### config.mk
export PLATFORM = sky130hd
export DESIGN_NAME = two_finger_gesture_classifier
export DESIGN_NICKNAME = d
export VERILOG_FILES = /design/src/sv/tfgc_pkg.sv /design/src/sv/tfgc_cfg_regs.sv /design/src/sv/tfgc_judge.sv /design/src/sv/two_finger_gesture_classifier.sv
export SDC_FILE = /design/constraint.sdc
export NUM_CORES = 2
export LEC_CHECK = 0
export BUFFER_PORTS_ARGS = -buffer_cell sky130_fd_sc_hd__buf_2
export CAP_MARGIN = 15
export CELL_PAD_IN_SITES_DETAIL_PLACEMENT = 1
export CELL_PAD_IN_SITES_GLOBAL_PLACEMENT = 1
export CORE_ASPECT_RATIO = 2
export CORE_UTILIZATION = 45
export CTS_CLUSTER_DIAMETER = 150
export CTS_CLUSTER_SIZE = 8
export DETAILED_ROUTE_END_ITERATION = 12
export GPL_ROUTABILITY_DRIVEN = 0
export GPL_TIMING_DRIVEN = 0
export PLACE_DENSITY = 0.78
export RECOVER_POWER = 25
export SYNTH_ARGS = -nofsm -noshare
export SYNTH_HDL_FRONTEND = slang
export SYNTH_SLANG_ARGS = --single-unit
### constraint.sdc
create_clock -name i_clk -period 32.8 [get_ports i_clk]
set_input_delay 3.28 -clock i_clk [delete_from_list [all_inputs] [get_ports i_clk]]
set_output_delay 3.28 -clock i_clk [all_outputs]
set_load 0.05 [all_outputs]
### src/sv/tfgc_pkg.sv
// ----------------------------------------------------------------------------
// tfgc_pkg
// Shared types and constants of the two-finger gesture classifier: gesture
// codes, opcodes, register indexes, reset values and the item, state and
// configuration records passed between modules.
// ----------------------------------------------------------------------------
package tfgc_pkg;

    typedef enum logic [1:0] {
        KIND_NULL   = 2'd0,
        KIND_MOVE   = 2'd1,
        KIND_SCROLL = 2'd2
    } t_kind;

    localparam logic OP_RESTART  = 1'b0;
    localparam logic OP_CLASSIFY = 1'b1;

    localparam logic [3:0] COUNT_NONE = 4'd0;
    localparam logic [3:0] COUNT_ONE  = 4'd1;
    localparam logic [3:0] COUNT_TWO  = 4'd2;

    localparam int unsigned AddrWidth = 5;
    localparam int unsigned DataWidth = 32;

    typedef enum logic [2:0] {
        REG_BOTTOM_EDGE        = 3'd0,
        REG_BOTTOM_ZONE_HEIGHT = 3'd1,
        REG_PRESSURE_DIFF      = 3'd2,
        REG_CLOSE_DISTANCE     = 3'd3,
        REG_SCROLL_DISTANCE    = 3'd4,
        REG_STATIONARY_LIMIT   = 3'd5,
        REG_EVAL_WINDOW        = 3'd6,
        REG_MANY_FINGER_SCROLL = 3'd7
    } t_reg_idx;

    typedef struct packed {
        logic [14:0] bottom_edge;
        logic [11:0] bottom_zone_height;
        logic [7:0]  pressure_diff_limit;
        logic [11:0] close_distance;
        logic [11:0] scroll_distance;
        logic [11:0] stationary_limit;
        logic [15:0] evaluation_window_ms;
        logic        many_finger_scroll;
    } t_cfg;

    localparam t_cfg CFG_RESET = '{
        bottom_edge:          15'd1600,
        bottom_zone_height:   12'd160,
        pressure_diff_limit:  8'd17,
        close_distance:       12'd640,
        scroll_distance:      12'd32,
        stationary_limit:     12'd16,
        evaluation_window_ms: 16'd200,
        many_finger_scroll:   1'b0
    };

    typedef struct packed {
        logic               opcode;
        logic [31:0]        time_ms;
        logic [3:0]         gesturing_count;
        logic signed [15:0] first_x;
        logic signed [15:0] first_y;
        logic [7:0]         first_pressure;
        logic signed [15:0] second_x;
        logic signed [15:0] second_y;
        logic [7:0]         second_pressure;
    } t_item;

    typedef struct packed {
        logic [31:0]        change_time;
        logic signed [15:0] start_first_x;
        logic signed [15:0] start_first_y;
        logic signed [15:0] start_second_x;
        logic signed [15:0] start_second_y;
        t_kind              kind;
    } t_track;

endpackage

### src/sv/tfgc_cfg_regs.sv
// ----------------------------------------------------------------------------
// tfgc_cfg_regs
// Configuration register file behind a simple APB slave. Writes complete in
// the access phase; reads return the zero-extended register value.
// ----------------------------------------------------------------------------
module tfgc_cfg_regs (
    input  logic                            i_clk,
    input  logic                            i_rst_n,
    input  logic                            psel,
    input  logic                            penable,
    input  logic                            pwrite,
    input  logic [tfgc_pkg::AddrWidth-1:0]  paddr,
    input  logic [tfgc_pkg::DataWidth-1:0]  pwdata,
    output logic [tfgc_pkg::DataWidth-1:0]  prdata,
    output logic                            pready,
    output tfgc_pkg::t_cfg                  o_cfg
);

    tfgc_pkg::t_cfg     r_cfg;
    tfgc_pkg::t_cfg     n_cfg;
    tfgc_pkg::t_reg_idx w_idx;
    logic               w_wr;

    assign pready = 1'b1;
    assign w_idx  = tfgc_pkg::t_reg_idx'(paddr[4:2]);
    assign w_wr   = psel & penable & pwrite & pready;
    assign o_cfg  = r_cfg;

    always_comb begin
        n_cfg = r_cfg;
        if (w_wr) begin
            unique case (w_idx)
                tfgc_pkg::REG_BOTTOM_EDGE:        n_cfg.bottom_edge = pwdata[14:0];
                tfgc_pkg::REG_BOTTOM_ZONE_HEIGHT: n_cfg.bottom_zone_height = pwdata[11:0];
                tfgc_pkg::REG_PRESSURE_DIFF:      n_cfg.pressure_diff_limit = pwdata[7:0];
                tfgc_pkg::REG_CLOSE_DISTANCE:     n_cfg.close_distance = pwdata[11:0];
                tfgc_pkg::REG_SCROLL_DISTANCE:    n_cfg.scroll_distance = pwdata[11:0];
                tfgc_pkg::REG_STATIONARY_LIMIT:   n_cfg.stationary_limit = pwdata[11:0];
                tfgc_pkg::REG_EVAL_WINDOW:        n_cfg.evaluation_window_ms = pwdata[15:0];
                tfgc_pkg::REG_MANY_FINGER_SCROLL: n_cfg.many_finger_scroll = pwdata[0];
                default: n_cfg = r_cfg;
            endcase
        end
    end

    always_ff @(posedge i_clk) begin
        if (!i_rst_n) begin
            r_cfg <= tfgc_pkg::CFG_RESET;
        end else begin
            r_cfg <= n_cfg;
        end
    end

    always_comb begin
        unique case (w_idx)
            tfgc_pkg::REG_BOTTOM_EDGE:        prdata = {17'd0, r_cfg.bottom_edge};
            tfgc_pkg::REG_BOTTOM_ZONE_HEIGHT: prdata = {20'd0, r_cfg.bottom_zone_height};
            tfgc_pkg::REG_PRESSURE_DIFF:      prdata = {24'd0, r_cfg.pressure_diff_limit};
            tfgc_pkg::REG_CLOSE_DISTANCE:     prdata = {20'd0, r_cfg.close_distance};
            tfgc_pkg::REG_SCROLL_DISTANCE:    prdata = {20'd0, r_cfg.scroll_distance};
            tfgc_pkg::REG_STATIONARY_LIMIT:   prdata = {20'd0, r_cfg.stationary_limit};
            tfgc_pkg::REG_EVAL_WINDOW:        prdata = {16'd0, r_cfg.evaluation_window_ms};
            tfgc_pkg::REG_MANY_FINGER_SCROLL: prdata = {31'd0, r_cfg.many_finger_scroll};
            default: prdata = '0;
        endcase
    end

endmodule

### src/sv/tfgc_judge.sv
// ----------------------------------------------------------------------------
// tfgc_judge
// Combinational classifier. From one registered item, the tracked gesture
// state and the configuration it forms the next gesture kind, using the
// closeness test and the dominant-axis travel test for two fingers.
// ----------------------------------------------------------------------------
module tfgc_judge (
    input  tfgc_pkg::t_item  i_item,
    input  tfgc_pkg::t_track i_track,
    input  tfgc_pkg::t_cfg   i_cfg,
    output tfgc_pkg::t_kind  o_kind
);

    function automatic logic [16:0] mag17(input logic signed [16:0] a);
        logic [16:0] r;
        r = a[16] ? 17'(-a) : 17'(a);
        return r;
    endfunction

    function automatic logic [16:0] sub17(input logic signed [15:0] a,
                                          input logic signed [15:0] b);
        logic [16:0] r;
        r = {a[15], a} - {b[15], b};
        return r;
    endfunction

    logic [8:0]         w_pdiff;
    logic [7:0]         w_pmag;
    logic [15:0]        w_xd;
    logic [15:0]        w_yd;
    logic [31:0]        w_xsq;
    logic [31:0]        w_ysq;
    logic [32:0]        w_dsq;
    logic [23:0]        w_lim_sq;
    logic signed [15:0] w_thresh;
    logic               w_thumb;
    logic               w_close;
    logic signed [16:0] w_dx1;
    logic signed [16:0] w_dy1;
    logic signed [16:0] w_dx2;
    logic signed [16:0] w_dy2;
    logic signed [16:0] w_ldx;
    logic signed [16:0] w_sdx;
    logic signed [16:0] w_ldy;
    logic signed [16:0] w_sdy;
    logic signed [16:0] w_large;
    logic signed [16:0] w_small;
    logic signed [16:0] w_small_z;
    logic               w_same_dir;
    tfgc_pkg::t_kind    w_travel;
    logic [31:0]        w_elapsed;
    logic               w_in_window;

    // Closeness of the two fingers.
    assign w_pdiff  = {1'b0, i_item.first_pressure} - {1'b0, i_item.second_pressure};
    assign w_pmag   = w_pdiff[8] ? 8'(-w_pdiff) : w_pdiff[7:0];
    assign w_xd     = 16'(mag17(sub17(i_item.first_x, i_item.second_x)));
    assign w_yd     = 16'(mag17(sub17(i_item.first_y, i_item.second_y)));
    assign w_xsq    = w_xd * w_xd;
    assign w_ysq    = w_yd * w_yd;
    assign w_dsq    = {1'b0, w_xsq} + {1'b0, w_ysq};
    assign w_lim_sq = i_cfg.close_distance * i_cfg.close_distance;
    assign w_thresh = $signed({1'b0, i_cfg.bottom_edge} - {4'd0, i_cfg.bottom_zone_height});
    assign w_thumb  = (i_item.first_y > w_thresh) || (i_item.second_y > w_thresh);
    assign w_close  = (w_pmag <= i_cfg.pressure_diff_limit)
                   && (w_dsq <= {9'd0, w_lim_sq})
                   && !((w_xd < w_yd) && w_thumb);

    // Travel from the start positions along the dominant axis.
    assign w_dx1 = $signed(sub17(i_item.first_x, i_track.start_first_x));
    assign w_dy1 = $signed(sub17(i_item.first_y, i_track.start_first_y));
    assign w_dx2 = $signed(sub17(i_item.second_x, i_track.start_second_x));
    assign w_dy2 = $signed(sub17(i_item.second_y, i_track.start_second_y));
    assign w_ldx = (mag17(w_dx1) > mag17(w_dx2)) ? w_dx1 : w_dx2;
    assign w_sdx = (mag17(w_dx1) < mag17(w_dx2)) ? w_dx1 : w_dx2;
    assign w_ldy = (mag17(w_dy1) > mag17(w_dy2)) ? w_dy1 : w_dy2;
    assign w_sdy = (mag17(w_dy1) < mag17(w_dy2)) ? w_dy1 : w_dy2;

    always_comb begin
        if (mag17(w_ldx) > mag17(w_ldy)) begin
            w_large = w_ldx;
            w_small = w_sdx;
        end else begin
            w_large = w_ldy;
            w_small = w_sdy;
        end
    end

    assign w_small_z  = (mag17(w_small) < {5'd0, i_cfg.stationary_limit}) ? '0 : w_small;
    assign w_same_dir = (!w_large[16] && !w_small_z[16])
                     || ((w_large[16] || (w_large == '0))
                         && (w_small_z[16] || (w_small_z == '0)));

    always_comb begin
        if (mag17(w_large) < {5'd0, i_cfg.scroll_distance}) begin
            w_travel = tfgc_pkg::KIND_NULL;
        end else if (w_same_dir) begin
            w_travel = tfgc_pkg::KIND_SCROLL;
        end else begin
            w_travel = tfgc_pkg::KIND_NULL;
        end
    end

    assign w_elapsed   = i_item.time_ms - i_track.change_time;
    assign w_in_window = w_elapsed < {16'd0, i_cfg.evaluation_window_ms};

    always_comb begin
        o_kind = i_track.kind;
        if (i_item.opcode == tfgc_pkg::OP_CLASSIFY) begin
            if (i_item.gesturing_count == tfgc_pkg::COUNT_NONE) begin
                o_kind = tfgc_pkg::KIND_NULL;
            end else if (i_item.gesturing_count == tfgc_pkg::COUNT_ONE) begin
                o_kind = tfgc_pkg::KIND_MOVE;
            end else if (i_item.gesturing_count == tfgc_pkg::COUNT_TWO) begin
                if (w_in_window || (i_track.kind == tfgc_pkg::KIND_NULL)) begin
                    o_kind = w_close ? w_travel : tfgc_pkg::KIND_MOVE;
                end
            end else if (i_cfg.many_finger_scroll) begin
                o_kind = tfgc_pkg::KIND_SCROLL;
            end
        end
    end

endmodule

### src/sv/two_finger_gesture_classifier.sv
// ----------------------------------------------------------------------------
// two_finger_gesture_classifier
// Touchpad gesture classifier: restart items record the finger start state,
// frame items update and report the current gesture kind.
// ----------------------------------------------------------------------------
// Usage: items enter on the input channel (i_in_valid / o_in_ready) and one
// result per item leaves on the output channel (o_out_valid / i_out_ready).
// Restart items (opcode 0) store the change time and start positions and
// report the unchanged gesture kind; frame items (opcode 1) classify.
// An accepted item is held in an input register; once the output side is
// free, the classifier logic updates the tracked state and loads the result
// register. One item is accepted per cycle while the output side keeps up;
// the single classify stage sets this rate. When the receiver stalls, the
// result register holds its item and the input register still takes one
// more item, after which o_in_ready drops. Reset clears both valid flags,
// the tracked state (gesture kind null) and loads the register defaults.
// The user must write the APB port only while idle; the block itself does
// not enforce this.
// ----------------------------------------------------------------------------
module two_finger_gesture_classifier (
    input  logic                            i_clk,
    input  logic                            i_rst_n,
    input  logic                            psel,
    input  logic                            penable,
    input  logic                            pwrite,
    input  logic [tfgc_pkg::AddrWidth-1:0]  paddr,
    input  logic [tfgc_pkg::DataWidth-1:0]  pwdata,
    output logic [tfgc_pkg::DataWidth-1:0]  prdata,
    output logic                            pready,
    input  logic                            i_in_valid,
    output logic                            o_in_ready,
    input  logic                            i_opcode,
    input  logic [31:0]                     i_time_ms,
    input  logic [3:0]                      i_gesturing_count,
    input  logic signed [15:0]              i_first_x,
    input  logic signed [15:0]              i_first_y,
    input  logic [7:0]                      i_first_pressure,
    input  logic signed [15:0]              i_second_x,
    input  logic signed [15:0]              i_second_y,
    input  logic [7:0]                      i_second_pressure,
    output logic                            o_out_valid,
    input  logic                            i_out_ready,
    output logic [1:0]                      o_gesture_kind
);

    tfgc_pkg::t_cfg   w_cfg;
    tfgc_pkg::t_item  r_item;
    logic             r_in_vld;
    tfgc_pkg::t_track r_track;
    tfgc_pkg::t_track n_track;
    tfgc_pkg::t_kind  w_kind;
    tfgc_pkg::t_kind  r_kind;
    logic             r_out_vld;
    logic             w_out_free;
    logic             w_step;
    logic             w_take;

    tfgc_cfg_regs u_regs (
        .i_clk   (i_clk),
        .i_rst_n (i_rst_n),
        .psel    (psel),
        .penable (penable),
        .pwrite  (pwrite),
        .paddr   (paddr),
        .pwdata  (pwdata),
        .prdata  (prdata),
        .pready  (pready),
        .o_cfg   (w_cfg)
    );

    tfgc_judge u_judge (
        .i_item  (r_item),
        .i_track (r_track),
        .i_cfg   (w_cfg),
        .o_kind  (w_kind)
    );

    assign w_out_free = !r_out_vld || i_out_ready;
    assign w_step     = r_in_vld && w_out_free;
    assign o_in_ready = !r_in_vld || w_out_free;
    assign w_take     = i_in_valid && o_in_ready;

    always_comb begin
        n_track = r_track;
        if (w_step) begin
            n_track.kind = w_kind;
            if (r_item.opcode == tfgc_pkg::OP_RESTART) begin
                n_track.change_time    = r_item.time_ms;
                n_track.start_first_x  = r_item.first_x;
                n_track.start_first_y  = r_item.first_y;
                n_track.start_second_x = r_item.second_x;
                n_track.start_second_y = r_item.second_y;
            end
        end
    end

    always_ff @(posedge i_clk) begin
        if (!i_rst_n) begin
            r_in_vld  <= 1'b0;
            r_out_vld <= 1'b0;
            r_track   <= '0;
        end else begin
            r_track <= n_track;
            if (w_take) begin
                r_in_vld <= 1'b1;
            end else if (w_step) begin
                r_in_vld <= 1'b0;
            end
            if (w_step) begin
                r_out_vld <= 1'b1;
            end else if (i_out_ready) begin
                r_out_vld <= 1'b0;
            end
        end
    end

    always_ff @(posedge i_clk) begin
        if (w_take) begin
            r_item.opcode          <= i_opcode;
            r_item.time_ms         <= i_time_ms;
            r_item.gesturing_count <= i_gesturing_count;
            r_item.first_x         <= i_first_x;
            r_item.first_y         <= i_first_y;
            r_item.first_pressure  <= i_first_pressure;
            r_item.second_x        <= i_second_x;
            r_item.second_y        <= i_second_y;
            r_item.second_pressure <= i_second_pressure;
        end
        if (w_step) begin
            r_kind <= w_kind;
        end
    end

    assign o_out_valid    = r_out_vld;
    assign o_gesture_kind = r_kind;

endmodule
# Yosys cells after proc, flatten, opt, wreduce, memory -nomap -nowiden

Cells that the tools add are included.

Bits in registers: 307
Bits of input ports: 161

Add/subtract/negate cells: 21
$mul: 3
Magnitude comparators: 13
Eq/ne operators: 9
Muxes and demuxes: 32
Bitwise logic cells: 3
Reductions and logical operators: 35

Operators by type and width:

| operator                                                    | count |
|---|---|
| 32-bit one-hot mux with 8 select lines                      | 1 |
| 17-bit 2-to-1 mux                                           | 15 |
| 17-bit negation                                             | 8 |
| 16-bit by 16-bit subtractor with 17-bit output              | 6 |
| 16-bit by 16-bit multiplier with 32-bit output              | 2 |
| 17-bit greater-than comparator                              | 3 |
| 17-bit logical NOT                                          | 2 |
| 17-bit by 12-bit < comparator with 1-bit output             | 2 |
| 17-bit < comparator                                         | 2 |
| 32-bit by 32-bit adder with 33-bit output                   | 1 |
| 33-bit by 24-bit less-or-equal comparator with 1-bit output | 1 |
| 16-bit greater-than comparator                              | 2 |
| 32-bit by 16-bit < comparator with 1-bit output             | 1 |
| 16-bit 2-to-1 mux                                           | 2 |
| 16-bit negation                                             | 2 |
| 32-bit subtractor                                           | 1 |
| 12-bit by 12-bit multiplier with 24-bit output              | 1 |
| 2-bit 2-to-1 mux                                            | 9 |
| 2-bit AND reduction                                         | 9 |
| 16-bit < comparator                                         | 1 |
| 15-bit by 12-bit subtractor with 16-bit output              | 1 |
| 3-bit equality test, second input constant                  | 4 |
| 8-bit by 8-bit subtractor with 9-bit output                 | 1 |
| 8-bit less-or-equal comparator                              | 1 |
| 16 further kinds                                            | 38 |

# Depth between registers and ports, before layout

Depth after elaboration: 25
Depth in mapped cells: 64
Mapped depth without buffers: 57

# Hierarchy

A second synthesis with hierarchy kept.

Cell total of the unflattened synthesis: 5380
Area, all modules: 46263.1 um2

By module, submodules not included:

| module                        | instances | cells an instance | area an instance (um2) | seq. area each (um2) |
|---|---|---|---|---|
| tfgc_judge                    | 1         | 4358              | 34642.0                | 0.0 |
| two_finger_gesture_classifier | 1         | 554               | 7592.3                 | 5575.3 |
| tfgc_cfg_regs                 | 1         | 468               | 4028.9                 | 1761.7 |

# Least setup slack after synthesis

No wires, ideal clock.

Path kind: flip-flop to flip-flop
Start point: register r_item[50] in the netlist's numbering
End point: register r_kind[1], in the netlist o_gesture_kind[1], data pin
Arrival time: 12.374 ns
Path slack: 20.272 ns
Cell stages (with the launch flop): 61
Period minus slack after synthesis: 12.528 ns
Path through: edfxtp_1 -> ha_1 -> nor2b_1 -> o21a_1 -> or3_1 -> a211oi_1 -> nor2b_1 -> or3b_2 -> nor3_1 -> and3b_1 -> nand2_1 -> nor2_1 -> nand2_1 -> o21ai_0 -> xnor2_1 -> ha_1 -> nand4_1 -> inv_1 -> [25 not listed] -> a31oi_1 -> ha_1 -> nor2_1 -> xnor2_1 -> ha_1 -> a21o_1 -> a21o_1 -> a21o_1 -> a21o_1 -> a21oi_1 -> o21ai_0 -> a21oi_1 -> nor2b_1 -> o31a_1 -> a211o_1 -> o41ai_1 -> nand2_1 -> a21boi_0

Longest elaborated chain between the ends: 25

Ends and longest elaborated chain:

| element                                        | RTL line                             | source |
|---|---|---|
| from (decl)                                    | two_finger_gesture_classifier.sv:47  | `tfgc_pkg::t_item r_item;` |
| 16-bit by 16-bit subtractor with 17-bit output | tfgc_judge.sv:23                     | `r = {a[15], a} - {b[15], b};` |
| 17-bit negation                                | tfgc_judge.sv:16                     | `r = a[16] ? 17'(-a) : 17'(a);` |
| 17-bit 2-to-1 mux                              | tfgc_judge.sv:16                     |  |
| 17-bit greater-than comparator                 | tfgc_judge.sv:76                     | `assign w_ldy = (mag17(w_dy1) > mag17(w_dy2)) ? w_dy1 : w_dy2;` |
| 17-bit 2-to-1 mux                              | tfgc_judge.sv:76                     |  |
| 17-bit negation                                | tfgc_judge.sv:16                     |  |
| 17-bit 2-to-1 mux                              | tfgc_judge.sv:16                     |  |
| 17-bit greater-than comparator                 | tfgc_judge.sv:80                     | `if (mag17(w_ldx) > mag17(w_ldy)) begin` |
| [10 not listed]                                | --                                   |  |
| 2-bit 2-to-1 mux                               | tfgc_judge.sv:95                     | `if (mag17(w_large) < {5'd0, i_cfg.scroll_distance}) begin` |
| 2-bit 2-to-1 mux (*)                           | tfgc_judge.sv:116                    | `o_kind = w_close ? w_travel : tfgc_pkg::KIND_MOVE;` |
| 2-bit 2-to-1 mux (*)                           | tfgc_judge.sv:115                    | `if (w_in_window \|\| (i_track.kind == tfgc_pkg::KIND_NULL)) begin` |
| 2-bit 2-to-1 mux (*)                           | tfgc_judge.sv:114                    | `end else if (i_item.gesturing_count == tfgc_pkg::COUNT_TWO) begin` |
| 2-bit 2-to-1 mux (*)                           | tfgc_judge.sv:112                    | `end else if (i_item.gesturing_count == tfgc_pkg::COUNT_ONE) begin` |
| 2-bit 2-to-1 mux (*)                           | tfgc_judge.sv:110                    | `if (i_item.gesturing_count == tfgc_pkg::COUNT_NONE) begin` |
| 2-bit 2-to-1 mux (*)                           | tfgc_judge.sv:109                    | `if (i_item.opcode == tfgc_pkg::OP_CLASSIFY) begin` |
| via u_judge.o_kind[1]                          | tfgc_judge.sv:11                     | `output tfgc_pkg::t_kind o_kind` |
| to (signal assigned)                           | two_finger_gesture_classifier.sv:130 | `r_kind <= w_kind;` |
| to (decl)                                      | two_finger_gesture_classifier.sv:52  | `tfgc_pkg::t_kind r_kind;` |

The timed path passes the listed nets; every way through them passes the cells marked *.
A chain may end at the register's enable or synchronous reset.

# Worst setup path in the final report

Start point: register r_item[8] in the netlist's numbering
End point: register r_kind[1], in the netlist o_gesture_kind[1], data pin

Same word-level chain as after synthesis.

==> out/summary.md <==
* finished, final reports clean — run status
* fa_1 (21%), ha_1 (15%), dfxtp_1 (8.2%) — ranking of synthesized cells by area
* 46100 sq um — post-synthesis instance area
* 0.455 — Initial Utilization
* inv_1 — dominant cell by count in the synthesized netlist
* flop — critical path endpoint category
* 5529 — instance count of the mapped netlist
* 62 — maximum number of pins on one net before global-route repair
* built — TritonCTS clock tree
* 10 — antenna violations before repair
* 0.208 — share of Yosys cell area claimed by the top area cell type
* 11 — Bufs and invs on worst path
* 14.95 ns — post-place setup slack
* 2056 — First DRT Iteration DRCs
* 307 — number of flip-flops and latches in the synthesized netlist
* 271000 um — global-route wire length before repair
* r_track[75] — hold_sp
* 0.350 — aggregate global-route resource usage
* 0 — ANT nets after route
* 307 — number of clock sinks seen by CTS
* 46800 — vias in the first global route
* 0 — warning count from the yosys run
* 18.72 ns — shortest clock period the worst path allows after layout
* 0.62 ns — worst skew pair latency
* false — unrepaired setup endpoints after global routing
* 1.30 ns — Worst-Margin Slew
* 94 — Yosys cell types
* 165 — Std-Cell Rows
* 3 — deepest clock path buffer count
* 0 — Hold Buf Count CTS
* o41ai_1 — Critical Path Slowest Stage Cell
* 0.494 — post-layout util
* 42000 — via count
* 53.4 MHz — highest clock frequency the design can meet
* 181000 um — Routed WL
* 0 — GR Overflow Total
* 0.06 ns — register clock-pin slew on the reported worst setup and hold paths
* 0.571 — post-route clock period utilization
* 5.89 — detailed-route vias per instance
* 0 — PostCTS Resize Cnt
* 0 ns — total negative setup slack
* 0 — number of setup violations in the final report
* flop — CP Launch Type
* 2 — # H-tree levels
* 14.08 ns — worst setup margin
* 33.19 ns — required time of the critical path
* 10 — Critical Path Fanout Max
* 0 — post-CTS setup buffer count
* 0.0537 — fraction of final layout cells sized beyond drive strength 1
* r_item[8] — critical register-to-register path startpoint
* 6971 — layout net count
* 8.34 sq um — per-instance average area after synthesis
* 0 — Fin. Hold Viols
* 0.159 — portion of the post-synthesis area used by sequential elements
* flop to flop — Crit Path Class
* dfxtp_1 — top flip-flop cell by instance count after synthesis
* 25.4 um — Wirelength per Cell
* 44 — clock buffers created by TritonCTS
* 151000 um — HPWL reported at the end of detailed placement
* 0.453 ns — worst hold slack
* 8.50% — area added between synthesis and finish
* 160 — count of input and output buffers
* r_item[8] — worst setup path startpoint
* 0.0205 ns — clock skew after layout
* 455 um — Die H
* 101000 sq um — area of the core
* clkbuf_16 — buffer cell driving the clock tree root
* 0.132 — worst slew slack as a fraction of its limit
* fa_1 — cell accounting for the most synthesized area
* inv_1 (884), nand2_1 (636), ha_1 (569) — Synth top cells by count
* 119 — count of flip-flops with a built-in enable after synthesis
* 1.02 ns — largest stage delay on the critical path
* 6 — Detailed Routing Iterations Pass 1
* 228 um — horizontal die dimension
* compound AO/OA/AOI/OAI gates — largest delay contributor family on the critical path
* 0 — fraction of synthesis flops using an asynchronous set or reset pin
* 0 — Maximum Capacitance Violations
* flop to flop — kind of path behind the tightest hold check
* 104000 sq um — total die area
* 0 — number of DRC violations after detailed routing
* 0 — number of max-slew violations in the final report
* 198 — number of ports placed on the die boundary
* 19.11 ns — Arrival @ worst endpoint
[kinds of logic (layout without fill, tap and decap cells)]
kind of cell	Yosys count	count (layout)	share of synthesized area
other	2	25	0.000163
XOR/XNOR	278	278	0.0528
adder cells (fa/ha/maj)	1049	1049	0.363
flip-flops	307	307	0.159
buffers and inverters	1074	1319	0.0889
AND/OR/NAND/NOR	1651	1651	0.164
AO/OA/AOI/OAI	1080	1080	0.150
multiplexers	88	88	0.0223
[final cells by class]
cell class,count,area [sq um]
fill,12400,51300
multi-input combinational,4163,34800
sequential,307,7340
inverter,889,3340
tap,1336,1670
clock buffer,71,1220
timing repair buffer,171,873
buffer,185,764
clock inverter,3,52.6
antenna,8,20.0
[placed cells by master (no fill, tap or decap), types with 41 or more instances in the layout]
master	n
a21o_1	77
nand4_1	41
o21a_1	47
edfxtp_1	119
o21ai_0	159
xor2_1	106
buf_2	139
o211ai_1	46
ha_1	569
clkbuf_1	198
nand3_1	79
nor3_1	74
nand2_1	636
dfxtp_1	188
xnor2_1	170
fa_1	480
nor2_1	447
nor2b_1	54
and2_1	74
clkbuf_16	45
a21oi_1	408
nand2b_1	57
inv_1	884
mux2i_1	60
[registers in the layout (all words and copies together) (netlist names)]
signal,flops
r_track,98
r_in_vld,1
o_gesture_kind,2
o_out_valid,1
u_regs.o_cfg,88
r_item,117
[tightest hold or removal path, cell delays in order (launching register included)]
cell and delay (ns):
dfxtp_1 0.31, nand2_1 0.05, a21oi_1 0.05
[path summary, 6_finish.rpt]
check / endpoint / slack (ns) / cells after the start
setup / recovery: o_gesture_kind[1] / 14.08 / 57
hold / removal: r_track[75] / 0.45 / 2
setup reg to reg: o_gesture_kind[1] / 14.08 / 57
hold reg to reg: r_track[75] / 0.45 / 2
[through the flow]
step / instances / area (sq um)
after global routing: 7129 / 50000
final: 7133 / 50000
after floorplan: 5544 / 46200
after global placement: 7040 / 48600
after CTS: 7119 / 50000
after detailed placement: 7045 / 48700
[metal layers]
metal  up-vias  wire length, um  global-route usage  share of wire
met5         -               32                   0        0.00018
met4         6            23100               0.377           0.13
met2      1476            94500               0.655           0.52
li1      18900                -                   -              -
met1     20700            55300               0.302           0.31
met3       884             8150              0.0548          0.045
Power is left out: the tool's default activity adds up to more than one toggle a clock period on the data nets, which glitch-free logic cannot reach.
